## src/rtl/adts_pkg.sv

```systemverilog
package adts_pkg;

   localparam int ADTS_FIFO_DEPTH = 4;
   localparam int ADTS_PTR_W      = $clog2(ADTS_FIFO_DEPTH);
   localparam int ADTS_CNT_W      = $clog2(ADTS_FIFO_DEPTH + 1);

   localparam logic [7:0]  SYNC_BYTE0    = 8'hFF;
   localparam logic [7:0]  SYNC_B1_MASK  = 8'hF6;
   localparam logic [7:0]  SYNC_B1_VALUE = 8'hF0;
   localparam logic [12:0] MIN_FRAME_LEN = 13'd7;
   localparam logic [12:0] BODY_START    = 13'd6;
   localparam logic [12:0] LAST_HDR_IDX  = 13'd5;

   typedef enum logic {
      KIND_FRAME   = 1'b0,
      KIND_SUMMARY = 1'b1
   } adts_kind_type;

   typedef enum logic [1:0] {
      CAUSE_CLEAN     = 2'd0,
      CAUSE_BAD_SYNC  = 2'd1,
      CAUSE_TRUNCATED = 2'd2,
      CAUSE_SHORT     = 2'd3
   } adts_cause_type;

   typedef struct packed {
      adts_kind_type  record_kind;
      logic [31:0]    frame_offset;
      logic [12:0]    frame_size;
      logic [23:0]    frame_count;
      logic [31:0]    total_bytes;
      logic [16:0]    sample_rate_hz;
      adts_cause_type stop_cause;
      logic           last_of_run;
   } adts_result_type;

   typedef struct packed {
      logic frame_valid;
      logic summary_valid;
   } adts_push_type;

   // map the ADTS sampling frequency index to Hz; reserved indices give 0
   function automatic logic [16:0] adts_rate_hz(input logic [3:0] code);
      logic [16:0] hz;
      case (code)
         4'd0:    hz = 17'd96000;
         4'd1:    hz = 17'd88200;
         4'd2:    hz = 17'd64000;
         4'd3:    hz = 17'd48000;
         4'd4:    hz = 17'd44100;
         4'd5:    hz = 17'd32000;
         4'd6:    hz = 17'd24000;
         4'd7:    hz = 17'd22050;
         4'd8:    hz = 17'd16000;
         4'd9:    hz = 17'd12000;
         4'd10:   hz = 17'd11025;
         4'd11:   hz = 17'd8000;
         default: hz = 17'd0;
      endcase
      return hz;
   endfunction

endpackage

```

## src/rtl/adts_req_if.sv

```systemverilog
interface adts_req_if;
   logic       valid;
   logic       ready;
   logic [7:0] data_byte;
   logic       final_byte;

   modport source (output valid, output data_byte, output final_byte, input ready);
   modport sink (input valid, input data_byte, input final_byte, output ready);
endinterface

```

## src/rtl/adts_rsp_if.sv

```systemverilog
interface adts_rsp_if;
   logic        valid;
   logic        ready;
   logic        record_kind;
   logic [31:0] frame_offset;
   logic [12:0] frame_size;
   logic [23:0] frame_count;
   logic [31:0] total_bytes;
   logic [16:0] sample_rate_hz;
   logic [1:0]  stop_cause;
   logic        last_of_run;

   modport source (
      output valid, output record_kind, output frame_offset, output frame_size,
      output frame_count, output total_bytes, output sample_rate_hz,
      output stop_cause, output last_of_run, input ready
   );
   modport sink (
      input valid, input record_kind, input frame_offset, input frame_size,
      input frame_count, input total_bytes, input sample_rate_hz,
      input stop_cause, input last_of_run, output ready
   );
endinterface

```

## src/rtl/adts_rsp_fifo.sv

```systemverilog
module adts_rsp_fifo (
   input  logic                     clock,
   input  logic                     reset,
   input  adts_pkg::adts_push_type  push,
   input  adts_pkg::adts_result_type frame_item,
   input  adts_pkg::adts_result_type summary_item,
   output logic                     has_room,
   adts_rsp_if.source               rsp_chan
);
   import adts_pkg::*;

   adts_result_type         mem [ADTS_FIFO_DEPTH];
   logic [ADTS_PTR_W-1:0]   wr_ptr_ff;
   logic [ADTS_PTR_W-1:0]   rd_ptr_ff;
   logic [ADTS_CNT_W-1:0]   count_ff;
   logic [ADTS_CNT_W-1:0]   n_push;
   logic [ADTS_PTR_W-1:0]   summary_addr;
   logic                    pop;
   adts_result_type         head;

   assign n_push = ADTS_CNT_W'(push.frame_valid) + ADTS_CNT_W'(push.summary_valid);
   assign summary_addr = wr_ptr_ff + ADTS_PTR_W'(push.frame_valid);
   assign pop = rsp_chan.valid & rsp_chan.ready;
   // room for the worst case of two results from one byte
   assign has_room = count_ff <= ADTS_CNT_W'(ADTS_FIFO_DEPTH - 2);

   always_ff @(posedge clock) begin
      if (push.frame_valid) begin
         mem[wr_ptr_ff] <= frame_item;
      end
      if (push.summary_valid) begin
         mem[summary_addr] <= summary_item;
      end
   end

   always_ff @(posedge clock) begin
      if (reset) begin
         wr_ptr_ff <= '0;
         rd_ptr_ff <= '0;
         count_ff  <= '0;
      end else begin
         wr_ptr_ff <= wr_ptr_ff + ADTS_PTR_W'(n_push);
         rd_ptr_ff <= rd_ptr_ff + ADTS_PTR_W'(pop);
         count_ff  <= count_ff + n_push - ADTS_CNT_W'(pop);
      end
   end

   assign head                    = mem[rd_ptr_ff];
   assign rsp_chan.valid          = count_ff != '0;
   assign rsp_chan.record_kind    = head.record_kind;
   assign rsp_chan.frame_offset   = head.frame_offset;
   assign rsp_chan.frame_size     = head.frame_size;
   assign rsp_chan.frame_count    = head.frame_count;
   assign rsp_chan.total_bytes    = head.total_bytes;
   assign rsp_chan.sample_rate_hz = head.sample_rate_hz;
   assign rsp_chan.stop_cause     = head.stop_cause;
   assign rsp_chan.last_of_run    = head.last_of_run;

   a_no_overflow: assert property (@(posedge clock) disable iff (reset)
      (push.frame_valid || push.summary_valid) |-> has_room)
      else $error("result queue pushed without room");

   a_count_bound: assert property (@(posedge clock) disable iff (reset)
      count_ff <= ADTS_CNT_W'(ADTS_FIFO_DEPTH))
      else $error("result queue count out of range");

   a_count_track: assert property (@(posedge clock) disable iff (reset)
      (!pop && push.frame_valid && push.summary_valid) |=> count_ff == $past(count_ff) + 2)
      else $error("result queue count lost a double push");

endmodule

```

## src/rtl/adts_frame_scanner.sv

```systemverilog
// A byte accepted at a clock edge writes its results into the result queue at
// that edge; with the queue empty they are at its head in the next cycle.
// Throughput: one byte per clock; ready drops only while fewer than two queue
// slots are free, set by the four-entry result queue.
// Reset (synchronous, active high) clears all scan state and empties the queue.
module adts_frame_scanner (
   input  logic      clock,
   input  logic      reset,
   adts_req_if.sink   req_chan,
   adts_rsp_if.source rsp_chan
);
   import adts_pkg::*;

   typedef enum logic [1:0] {
      PH_HEADER = 2'd0,
      PH_BODY   = 2'd1,
      PH_STOP   = 2'd2
   } phase_type;

   // scan state
   phase_type      phase_ff,  phase_in;
   logic [12:0]    bif_ff,    bif_in;      // byte index within current frame
   logic [39:0]    hdr_ff,    hdr_in;      // first five header bytes
   logic [31:0]    pos_ff,    pos_in;      // stream position
   logic [31:0]    start_ff,  start_in;    // offset of current frame start
   logic [12:0]    len_ff,    len_in;      // current frame length
   logic [23:0]    frames_ff, frames_in;
   logic [31:0]    total_ff,  total_in;
   logic [3:0]     rate_ff,   rate_in;
   logic           first_ff,  first_in;
   adts_cause_type stop_ff,   stop_in;

   logic            accept;
   logic            has_room;
   logic            sync_ok;
   logic [12:0]     hdr_len;
   logic [32:0]     total_sum;
   logic            frame_push;
   adts_cause_type  end_cause;
   adts_push_type   push;
   adts_result_type frame_item;
   adts_result_type summary_item;

   assign accept = req_chan.valid & req_chan.ready;
   assign req_chan.ready = has_room;

   // header fields, valid while the sixth header byte is on the input
   assign sync_ok = (hdr_ff[7:0] == SYNC_BYTE0) &&
                    ((hdr_ff[15:8] & SYNC_B1_MASK) == SYNC_B1_VALUE);
   assign hdr_len   = {hdr_ff[25:24], hdr_ff[39:32], req_chan.data_byte[7:5]};
   assign total_sum = {1'b0, total_ff} + 33'(hdr_len);

   always_comb begin
      phase_in   = phase_ff;
      bif_in     = bif_ff;
      hdr_in     = hdr_ff;
      pos_in     = pos_ff + 32'd1;
      start_in   = start_ff;
      len_in     = len_ff;
      frames_in  = frames_ff;
      total_in   = total_ff;
      rate_in    = rate_ff;
      first_in   = first_ff;
      stop_in    = stop_ff;
      frame_push = 1'b0;
      end_cause  = CAUSE_CLEAN;

      case (phase_ff)
         PH_HEADER: begin
            if (bif_ff == '0) begin
               start_in = pos_ff;
            end
            if (bif_ff < LAST_HDR_IDX) begin
               // gather header byte into its lane
               hdr_in[{bif_ff[2:0], 3'b000} +: 8] = req_chan.data_byte;
               bif_in = bif_ff + 13'd1;
            end else begin
               hdr_in = '0;
               if (sync_ok) begin
                  len_in     = hdr_len;
                  frame_push = 1'b1;
                  if (!first_ff) begin
                     rate_in  = hdr_ff[21:18];
                     first_in = 1'b1;
                  end
                  // saturate the length total
                  total_in = total_sum[32] ? '1 : total_sum[31:0];
                  if (hdr_len < MIN_FRAME_LEN) begin
                     stop_in  = CAUSE_SHORT;
                     phase_in = PH_STOP;
                  end else begin
                     phase_in = PH_BODY;
                     bif_in   = BODY_START;
                  end
               end else begin
                  stop_in  = CAUSE_BAD_SYNC;
                  phase_in = PH_STOP;
               end
            end
         end
         PH_BODY: begin
            // skip frame payload; count the frame on its last byte
            if ({1'b0, bif_ff} + 14'd1 >= {1'b0, len_ff}) begin
               if (frames_ff != '1) begin
                  frames_in = frames_ff + 24'd1;
               end
               phase_in = PH_HEADER;
               bif_in   = '0;
            end else begin
               bif_in = bif_ff + 13'd1;
            end
         end
         default: begin
            // stopped: drop bytes until the final one
         end
      endcase

      // stop cause as seen after this byte
      case (phase_in)
         PH_HEADER: end_cause = CAUSE_CLEAN;
         PH_BODY:   end_cause = CAUSE_TRUNCATED;
         default:   end_cause = stop_in;
      endcase

      // summary item, built from the state after this byte
      summary_item.record_kind    = KIND_SUMMARY;
      summary_item.frame_offset   = '0;
      summary_item.frame_size     = '0;
      summary_item.frame_count    = frames_in;
      summary_item.total_bytes    = total_in;
      summary_item.sample_rate_hz = first_in ? adts_rate_hz(rate_in) : 17'd0;
      summary_item.stop_cause     = end_cause;
      summary_item.last_of_run    = 1'b1;

      frame_item.record_kind    = KIND_FRAME;
      frame_item.frame_offset   = start_ff;
      frame_item.frame_size     = hdr_len;
      frame_item.frame_count    = '0;
      frame_item.total_bytes    = '0;
      frame_item.sample_rate_hz = '0;
      frame_item.stop_cause     = CAUSE_CLEAN;
      frame_item.last_of_run    = !req_chan.final_byte;

      // end of stream: start over for the next stream
      if (req_chan.final_byte) begin
         phase_in  = PH_HEADER;
         bif_in    = '0;
         hdr_in    = '0;
         pos_in    = '0;
         start_in  = '0;
         len_in    = '0;
         frames_in = '0;
         total_in  = '0;
         rate_in   = '0;
         first_in  = 1'b0;
         stop_in   = CAUSE_CLEAN;
      end
   end

   assign push.frame_valid   = accept & frame_push;
   assign push.summary_valid = accept & req_chan.final_byte;

   always_ff @(posedge clock) begin
      if (reset) begin
         phase_ff  <= PH_HEADER;
         bif_ff    <= '0;
         hdr_ff    <= '0;
         pos_ff    <= '0;
         start_ff  <= '0;
         len_ff    <= '0;
         frames_ff <= '0;
         total_ff  <= '0;
         rate_ff   <= '0;
         first_ff  <= 1'b0;
         stop_ff   <= CAUSE_CLEAN;
      end else if (accept) begin
         phase_ff  <= phase_in;
         bif_ff    <= bif_in;
         hdr_ff    <= hdr_in;
         pos_ff    <= pos_in;
         start_ff  <= start_in;
         len_ff    <= len_in;
         frames_ff <= frames_in;
         total_ff  <= total_in;
         rate_ff   <= rate_in;
         first_ff  <= first_in;
         stop_ff   <= stop_in;
      end
   end

   // result queue: holds items while the sink stalls
   adts_rsp_fifo u_rsp_fifo (
      .clock        (clock),
      .reset        (reset),
      .push         (push),
      .frame_item   (frame_item),
      .summary_item (summary_item),
      .has_room     (has_room),
      .rsp_chan     (rsp_chan)
   );

   a_final_restart: assert property (@(posedge clock) disable iff (reset)
      (accept && req_chan.final_byte) |=>
         (phase_ff == PH_HEADER && pos_ff == '0 && frames_ff == '0 && !first_ff))
      else $error("scan state not restarted after final byte");

   a_body_index: assert property (@(posedge clock) disable iff (reset)
      (phase_ff == PH_BODY) |-> (bif_ff >= BODY_START && bif_ff < len_ff))
      else $error("body byte index outside frame");

   a_header_index: assert property (@(posedge clock) disable iff (reset)
      (phase_ff == PH_HEADER) |-> (bif_ff <= LAST_HDR_IDX))
      else $error("header byte index past sixth byte");

   a_count_monotonic: assert property (@(posedge clock) disable iff (reset)
      (accept && !req_chan.final_byte) |=> (frames_ff >= $past(frames_ff)))
      else $error("frame count went backward within a stream");

endmodule

```

## src/flat_wrapper.sv

```systemverilog
// flat-port wrapper written by rule: the top's interface ports become plain ports
module adts_frame_scanner_flat import adts_pkg::*;
  (clock, reset, req_chan_valid, req_chan_data_byte, req_chan_final_byte, req_chan_ready, rsp_chan_valid, rsp_chan_record_kind, rsp_chan_frame_offset, rsp_chan_frame_size, rsp_chan_frame_count, rsp_chan_total_bytes, rsp_chan_sample_rate_hz, rsp_chan_stop_cause, rsp_chan_last_of_run, rsp_chan_ready);
  adts_req_if req_chan_i ();
  adts_rsp_if rsp_chan_i ();
  input  logic clock;
  input  logic reset;
  input wire logic [$bits(req_chan_i.valid)-1:0] req_chan_valid;
  input wire logic [$bits(req_chan_i.data_byte)-1:0] req_chan_data_byte;
  input wire logic [$bits(req_chan_i.final_byte)-1:0] req_chan_final_byte;
  output wire logic [$bits(req_chan_i.ready)-1:0] req_chan_ready;
  output wire logic [$bits(rsp_chan_i.valid)-1:0] rsp_chan_valid;
  output wire logic [$bits(rsp_chan_i.record_kind)-1:0] rsp_chan_record_kind;
  output wire logic [$bits(rsp_chan_i.frame_offset)-1:0] rsp_chan_frame_offset;
  output wire logic [$bits(rsp_chan_i.frame_size)-1:0] rsp_chan_frame_size;
  output wire logic [$bits(rsp_chan_i.frame_count)-1:0] rsp_chan_frame_count;
  output wire logic [$bits(rsp_chan_i.total_bytes)-1:0] rsp_chan_total_bytes;
  output wire logic [$bits(rsp_chan_i.sample_rate_hz)-1:0] rsp_chan_sample_rate_hz;
  output wire logic [$bits(rsp_chan_i.stop_cause)-1:0] rsp_chan_stop_cause;
  output wire logic [$bits(rsp_chan_i.last_of_run)-1:0] rsp_chan_last_of_run;
  input wire logic [$bits(rsp_chan_i.ready)-1:0] rsp_chan_ready;
  assign req_chan_i.valid = req_chan_valid;
  assign req_chan_i.data_byte = req_chan_data_byte;
  assign req_chan_i.final_byte = req_chan_final_byte;
  assign req_chan_ready = req_chan_i.ready;
  assign rsp_chan_valid = rsp_chan_i.valid;
  assign rsp_chan_record_kind = rsp_chan_i.record_kind;
  assign rsp_chan_frame_offset = rsp_chan_i.frame_offset;
  assign rsp_chan_frame_size = rsp_chan_i.frame_size;
  assign rsp_chan_frame_count = rsp_chan_i.frame_count;
  assign rsp_chan_total_bytes = rsp_chan_i.total_bytes;
  assign rsp_chan_sample_rate_hz = rsp_chan_i.sample_rate_hz;
  assign rsp_chan_stop_cause = rsp_chan_i.stop_cause;
  assign rsp_chan_last_of_run = rsp_chan_i.last_of_run;
  assign rsp_chan_i.ready = rsp_chan_ready;
  adts_frame_scanner u_core (.clock(clock), .reset(reset), .req_chan(req_chan_i), .rsp_chan(rsp_chan_i));
endmodule
```

## config.mk

```make
export PLATFORM = sky130hd
export DESIGN_NAME = adts_frame_scanner_flat
export DESIGN_NICKNAME = d
export VERILOG_FILES = /design/src/rtl/adts_pkg.sv /design/src/rtl/adts_req_if.sv /design/src/rtl/adts_rsp_if.sv /design/src/rtl/adts_rsp_fifo.sv /design/src/rtl/adts_frame_scanner.sv /design/src/flat_wrapper.sv
export SDC_FILE = /design/constraint.sdc
export NUM_CORES = 1
export LEC_CHECK = 0
export BUFFER_PORTS_ARGS = -buffer_cell sky130_fd_sc_hd__buf_4
export CORE_MARGIN = 1
export CORE_UTILIZATION = 50
export CTS_BUF_LIST = sky130_fd_sc_hd__clkbuf_8
export DETAILED_ROUTE_END_ITERATION = 7
export PLACE_DENSITY_LB_ADDON = 0.2
export SETUP_SLACK_MARGIN = 0.3
export SLEW_MARGIN = 20
export SYNTH_ARGS = -nofsm -noshare
export SYNTH_HDL_FRONTEND = slang
export SYNTH_SLANG_ARGS = --single-unit
```

## constraint.sdc

```tcl
create_clock -name clock -period 11.22 [get_ports clock]
set_input_delay 0.561 -clock clock [delete_from_list [all_inputs] [get_ports clock]]
set_output_delay 0.561 -clock clock [all_outputs]
set_load 0.03 [all_outputs]
```

# Word level (Yosys, flattened, before mapping)
# Memory sizes are Yosys's and may differ from the RTL's. A register that Yosys moved wholly into a read port is not among the register bits.
# Index checks and enable logic that the tools add are counted.
[totals] register_bits=202 latchBits=0 ram_bits=488 rom_bits=272 in_bits=13 out_inout_bits=124 word_cells=117 memories=2
[memory_table] name="u_core.u_rsp_fifo.mem" words=4 width=122 rd=1 rd_clocked_by_memory_dff=1 write_ports=2 line_no="adts_rsp_fifo.sv:12" source="adts_result_type mem [ADTS_FIFO_DEPTH];"
[memory_table] name="(name not given)" words=16 width=17 rd=1 rd_clocked_by_memory_dff=0 write_ports=0 line_no="adts_pkg.sv:45" source="case (code)"
[op_classes] addsub=12 n_mul=0 n_div=0 n_lt_le_gt_ge=4 eq_ne=8 n_shift=2 mux=57 bitwise_logic=4 reduce_logical=14
[op_table] cell="$mux 32" count=9
[op_table] cell="$mux 40" count=3
[op_table] cell="$mux 13" count=9
[op_table] cell="$mux 24" count=4
[op_table] cell="$bwmux 40" count=1
[op_table] cell="$shift 8x8->40 const A" count=1
[op_table] cell="$shiftx 8x8->40" count=1
[op_table] cell="$add 32x13->33" count=1
[op_table] cell="$add 32x1->32 const B" count=1
[op_table] cell="$lt 13x3->1 const B" count=2
[op_table] cell="$pmux 13 s2" count=1
[op_table] cell="$add 24x1->24 const B" count=1
[op_table] cell="$ne 24x24->1 const B" count=1
[op_table] cell="$mux 2" count=11
[op_table] cell="$mux 4" count=5
[op_table] cell="$mux 17" count=1
[op_table] cell="$add 13x1->14 const B" count=1
[op_table] cell="$ge 14x13->1" count=1
[op_table] cell="$add 13x1->13 const B" count=1
[op_table] cell="$logic_not 13->1" count=1
[op_table] cell="$mux 1" count=11
[op_table] cell="$eq 8x8->1 const B" count=1
[op_table] cell="$neg 6->8" count=1
[op_table] cell="$pmux 2 s2" count=2
[op_table] cell="other kinds (20)" count=30

# Logic depth before layout (Yosys ltp)
[depth] word_depth=9 mapped_depth=17 ltp_nobuf=15

# By module
# A second synthesis with hierarchy kept.
[unflattened] hier_cells=2545 area_unflattened_um2=34434.3
[by_module_without_submodules] module="adts_rsp_fifo" instances=1 cells_each=1230 area_each_um2=24085.6 seq_area_each_um2=14794.2
[by_module_without_submodules] module="adts_frame_scanner" instances=1 cells_each=1315 area_each_um2=10348.7 seq_area_each_um2=3663.5

# Worst setup path after synthesis
# No wires, ideal clock.
[synth_path] kind="register -> register" startpoint="register u_core.hdr_ff[9]" endpoint="memory u_core.u_rsp_fifo.mem[0][10] in the netlist's numbering, enable pin" setup_ns=0.434 t_arrival_ns=4.324 t_required_ns=10.786 path_slack_ns=6.462 stages_incl_launch_ff=13 n_path_buf=4 period_less_slack_ns=4.758 path_cell_list="dfxtp_1 -> nand4b_1 -> or4_4 -> nor3_4 -> nand2_2 -> inv_2 -> buf_2 -> ha_1 -> clkbuf_1 -> or3_1 -> clkbuf_1 -> clkbuf_1 -> nand2_1"
[synth_lines] element="from (decl)" line_no="adts_frame_scanner.sv:23" source="logic [39:0] hdr_ff, hdr_in;"
[synth_lines] element="from (signal assigned)" line_no="adts_frame_scanner.sv:179" source="hdr_ff <= hdr_in;"
[synth_lines] element="to (decl)" line_no="adts_rsp_fifo.sv:12"

==> impl_metrics.csv <==
group,metric,value,unit
global_route,grt_pass1_wl,130,mm
placement,dp_hpwl,49.2,mm
hold_path,min_delay_path_depth,3,
die,die_x,248,µm
finish,nNetsFinal,3112,
worst_setup_path,start_kind,"flip-flop",
detailed_routing,drt-total-wl,82.9,mm
clock_tree,cts_hold_buf,0,
synthesis,avgSynthCellArea,10.2,µm²
synthesis,yosys.area.top_type,"edfxtp_1",
clock_tree,cts-root-buf,"clkbuf_8",
clock_tree,cts_buffers,108,
clock_tree,cts_tree,"done",
sta,finalHoldViolations,0,
sta,rsz0062_at_grt,"false",
run_status,status,"finished clean",
detailed_routing,ant_nets,0,
synthesis,syn_inst,2964,
clock_tree,cts_resized,0,
global_route,antenna_found_initial,2,
clock_tree,clk_pin_slew,0.06,ns
die,initial_utilization,51.0,%
clock_tree,insertion_delay,0.71,ns
worst_setup_path,worst-path-max-fanout,73,
synthesis,synth-edff-count,296,
synthesis,synth-seq-cells,674,
clock_tree,postCtsSetupRepairBufs,0,
clock_tree,clockBufferDepth,3,
sta,slew_headroom,26.2,%
die,io_pins,137,
synthesis,yosysSeqAreaShare,54.2,%
hold_path,hold_class,"input port to flip-flop",
sta,timing.final.crit_share,51.5,%
global_route,grt.overflow.total,0,
worst_setup_path,crit_type,"flip-flop to flip-flop",
detailed_routing,vias,23713,
worst_setup_path,rr_worst_depth,11,
sta,setup_viol,0,
placement,io_buffers,136,
placement,gp_congestion,0.877,
finish,area_growth,13.1,%
sta,finalCriticalPeriod,5.78,ns
die,rows,89,
power,p_leak,11.3,nW
power,ir_drop,0.000140,V
worst_setup_path,cp.required,11.59,ns
detailed_routing,drc,0,
sta,worst-slew-pin-transition,1.11,ns
global_route,grt_max_degree,74,
synthesis,synth_area,0.0303,mm²
global_route,grt_pass1_vias,23673,
finish,fillCellCount,5098,
die,fp.coreArea,0.0595,mm²
sta,maxSlewViolCount,0,
synthesis,synth_top_area_share,29.3,%
sta,finalSetupTns,0,ns
global_route,grt_usage,27.3,%
synthesis,yosysUniqueCellTypes,81,
worst_setup_path,end_kind,"flip-flop",
power,powerDensity,173,mW/mm²
detailed_routing,drt_first_pass_iters,5,
clock_tree,clock_sinks,674,
finish,drive_gt1_share,16.4,%
die,dieArea,0.0617,mm²
detailed_routing,vias_per_cell,6.05,
synthesis,synth_ff_type,"dfxtp_1",
synthesis,yosys_warnings,0,
run,maxCapViolations,0,
die,die_height,248,µm
clock_tree,cts-htree-levels,3,
synthesis,async_reset_ff_share,0,%
power,totalPowerFinal,0.00593,W
sta,fmax,173,MHz
synthesis,synth_nets,3024,
worst_setup_path,cp.arrival,6.15,ns
sta,skew,0.0263,ns
detailed_routing,drtIter0Drc,1898,
synthesis,ys_top_cells_by_area,"edfxtp_1, dfxtp_1, mux4_2, nand2_1, a21oi_1",
detailed_routing,post_drt_wl_per_cell,21.1,µm
[metal layers]
metal  up-vias  GRT usage [%]  part of all wire [%]
li1      10861              -                     -
met1     11722           34.7                    40
met2       949           46.3                    49
met3       179           4.99                   7.2
met4         2           10.0                   3.0
met5         -              0                 0.013
[metrics by stage]
step	cell area (µm²)	hold slack, ns	setup WS (ns)	instances	utilization, %
floorplan	30300	0.418	6.46	2964	-
global placement	32000	0.427	5.57	3715	53.7
detailed placement	32000	0.443	5.43	3715	53.7
CTS	34300	0.0921	5.41	3917	57.7
global route	34300	0.106	5.03	3918	57.7
finish	34300	0.133	5.44	3918	57.7
[cell families after synthesis]
kind of cell / Yosys count / share of synthesized area, %
AO/OA/AOI/OAI: 611 / 12.2
flip-flops: 674 / 54.2
XOR/XNOR: 66 / 1.91
buffers and inverters: 252 / 3.30
multiplexers: 137 / 9.52
adder cells (fa/ha/maj): 47 / 1.99
AND/OR/NAND/NOR: 1177 / 16.9
[cells in the final DEF, fill, tap and decap left out, types with 76 or more instances in the layout]
cell / n
nand2_1: 494
nor2_1: 398
dfxtp_1: 376
a21oi_1: 318
edfxtp_1: 296
buf_4: 175
clkbuf_8: 142
mux4_2: 121
inv_1: 87
a22oi_1: 76
[worst paths after layout]
path | endpoint | slack [ns] | start
worst min register to register | u_core.u_rsp_fifo.mem[3][121]$_SDFFE_PP1P_ | 0.45 | u_core.u_rsp_fifo.mem[3][121]$_SDFFE_PP1P_
worst max register to register | u_core.u_rsp_fifo.mem[0][60]$_DFFE_PP_ | 5.44 | u_core.hdr_ff[3]$_SDFFE_PP0P_
worst max-delay path | u_core.u_rsp_fifo.mem[0][60]$_DFFE_PP_ | 5.44 | u_core.hdr_ff[3]$_SDFFE_PP0P_
worst min-delay path | u_core.hdr_ff[0]$_SDFFE_PP0P_ | 0.13 | req_chan_data_byte[0]
[cell type report]
| class | instances | area [µm²] | share of cell area [%] |
|---|---|---|---|
| clock buffers | 142 | 1950 | 5.70 |
| flip-flops and latches | 674 | 16500 | 48.0 |
| well taps | 773 | 967 | 2.82 |
| repair buffers | 175 | 1310 | 3.83 |
| diodes | 1 | 2.50 | 0.00730 |
| clock inverters | 60 | 380 | 1.11 |
| multi-input cells | 2038 | 13000 | 37.9 |
| inverters | 55 | 206 | 0.602 |
[synthesized netlist by cell type, types with 22 or more instances]
cell,instances
or3_1,27
a22oi_1,76
nor3_1,38
nand4_1,26
buf_1,23
dfxtp_1,378
nand3_1,54
nand2_1,498
a21oi_1,318
inv_1,54
buf_2,40
edfxtp_1,296
o211ai_1,23
mux4_2,121
o21ai_0,71
xnor2_1,34
a31oi_1,25
clkbuf_1,131
xor2_1,32
ha_1,45
nor2_1,404
and3_1,22
[state kept, by name, summed over array words and instances, names as in the netlist]
signal / flops
u_core.u_rsp_fifo.mem: 484
u_core.pos_ff: 32
u_core.start_ff: 32
u_core.total_ff: 32
u_core.hdr_ff: 28
u_core.frames_ff: 24
u_core.bif_ff: 13
u_core.len_ff: 13
u_core.rate_ff: 4
u_core.u_rsp_fifo.count_ff: 3
u_core.phase_ff: 2
u_core.stop_ff: 2
u_core.u_rsp_fifo.rd_ptr_ff: 2
u_core.u_rsp_fifo.wr_ptr_ff: 2
u_core.first_ff: 1
[worst max-delay path: stages, from the launching register on]
cell	delay, ns
dfxtp_1	0.35
nand4_1	0.16
or4_4	0.59
nor3_4	0.72
nand2_2	0.38
inv_2	0.32
ha_1	0.27
xor2_1	0.51
or3_2	0.22
buf_4	0.77
nand2_4	0.60
buf_4	0.51
[power breakdown]
part	total (W)	internal (W)	switching [W]
Sequential	0.00268	0.00261	0.0000657
Clock	0.00223	0.00124	0.000987
Combinational	0.00103	0.000392	0.000633
Note: power is estimated with default switching activity, not from simulation.
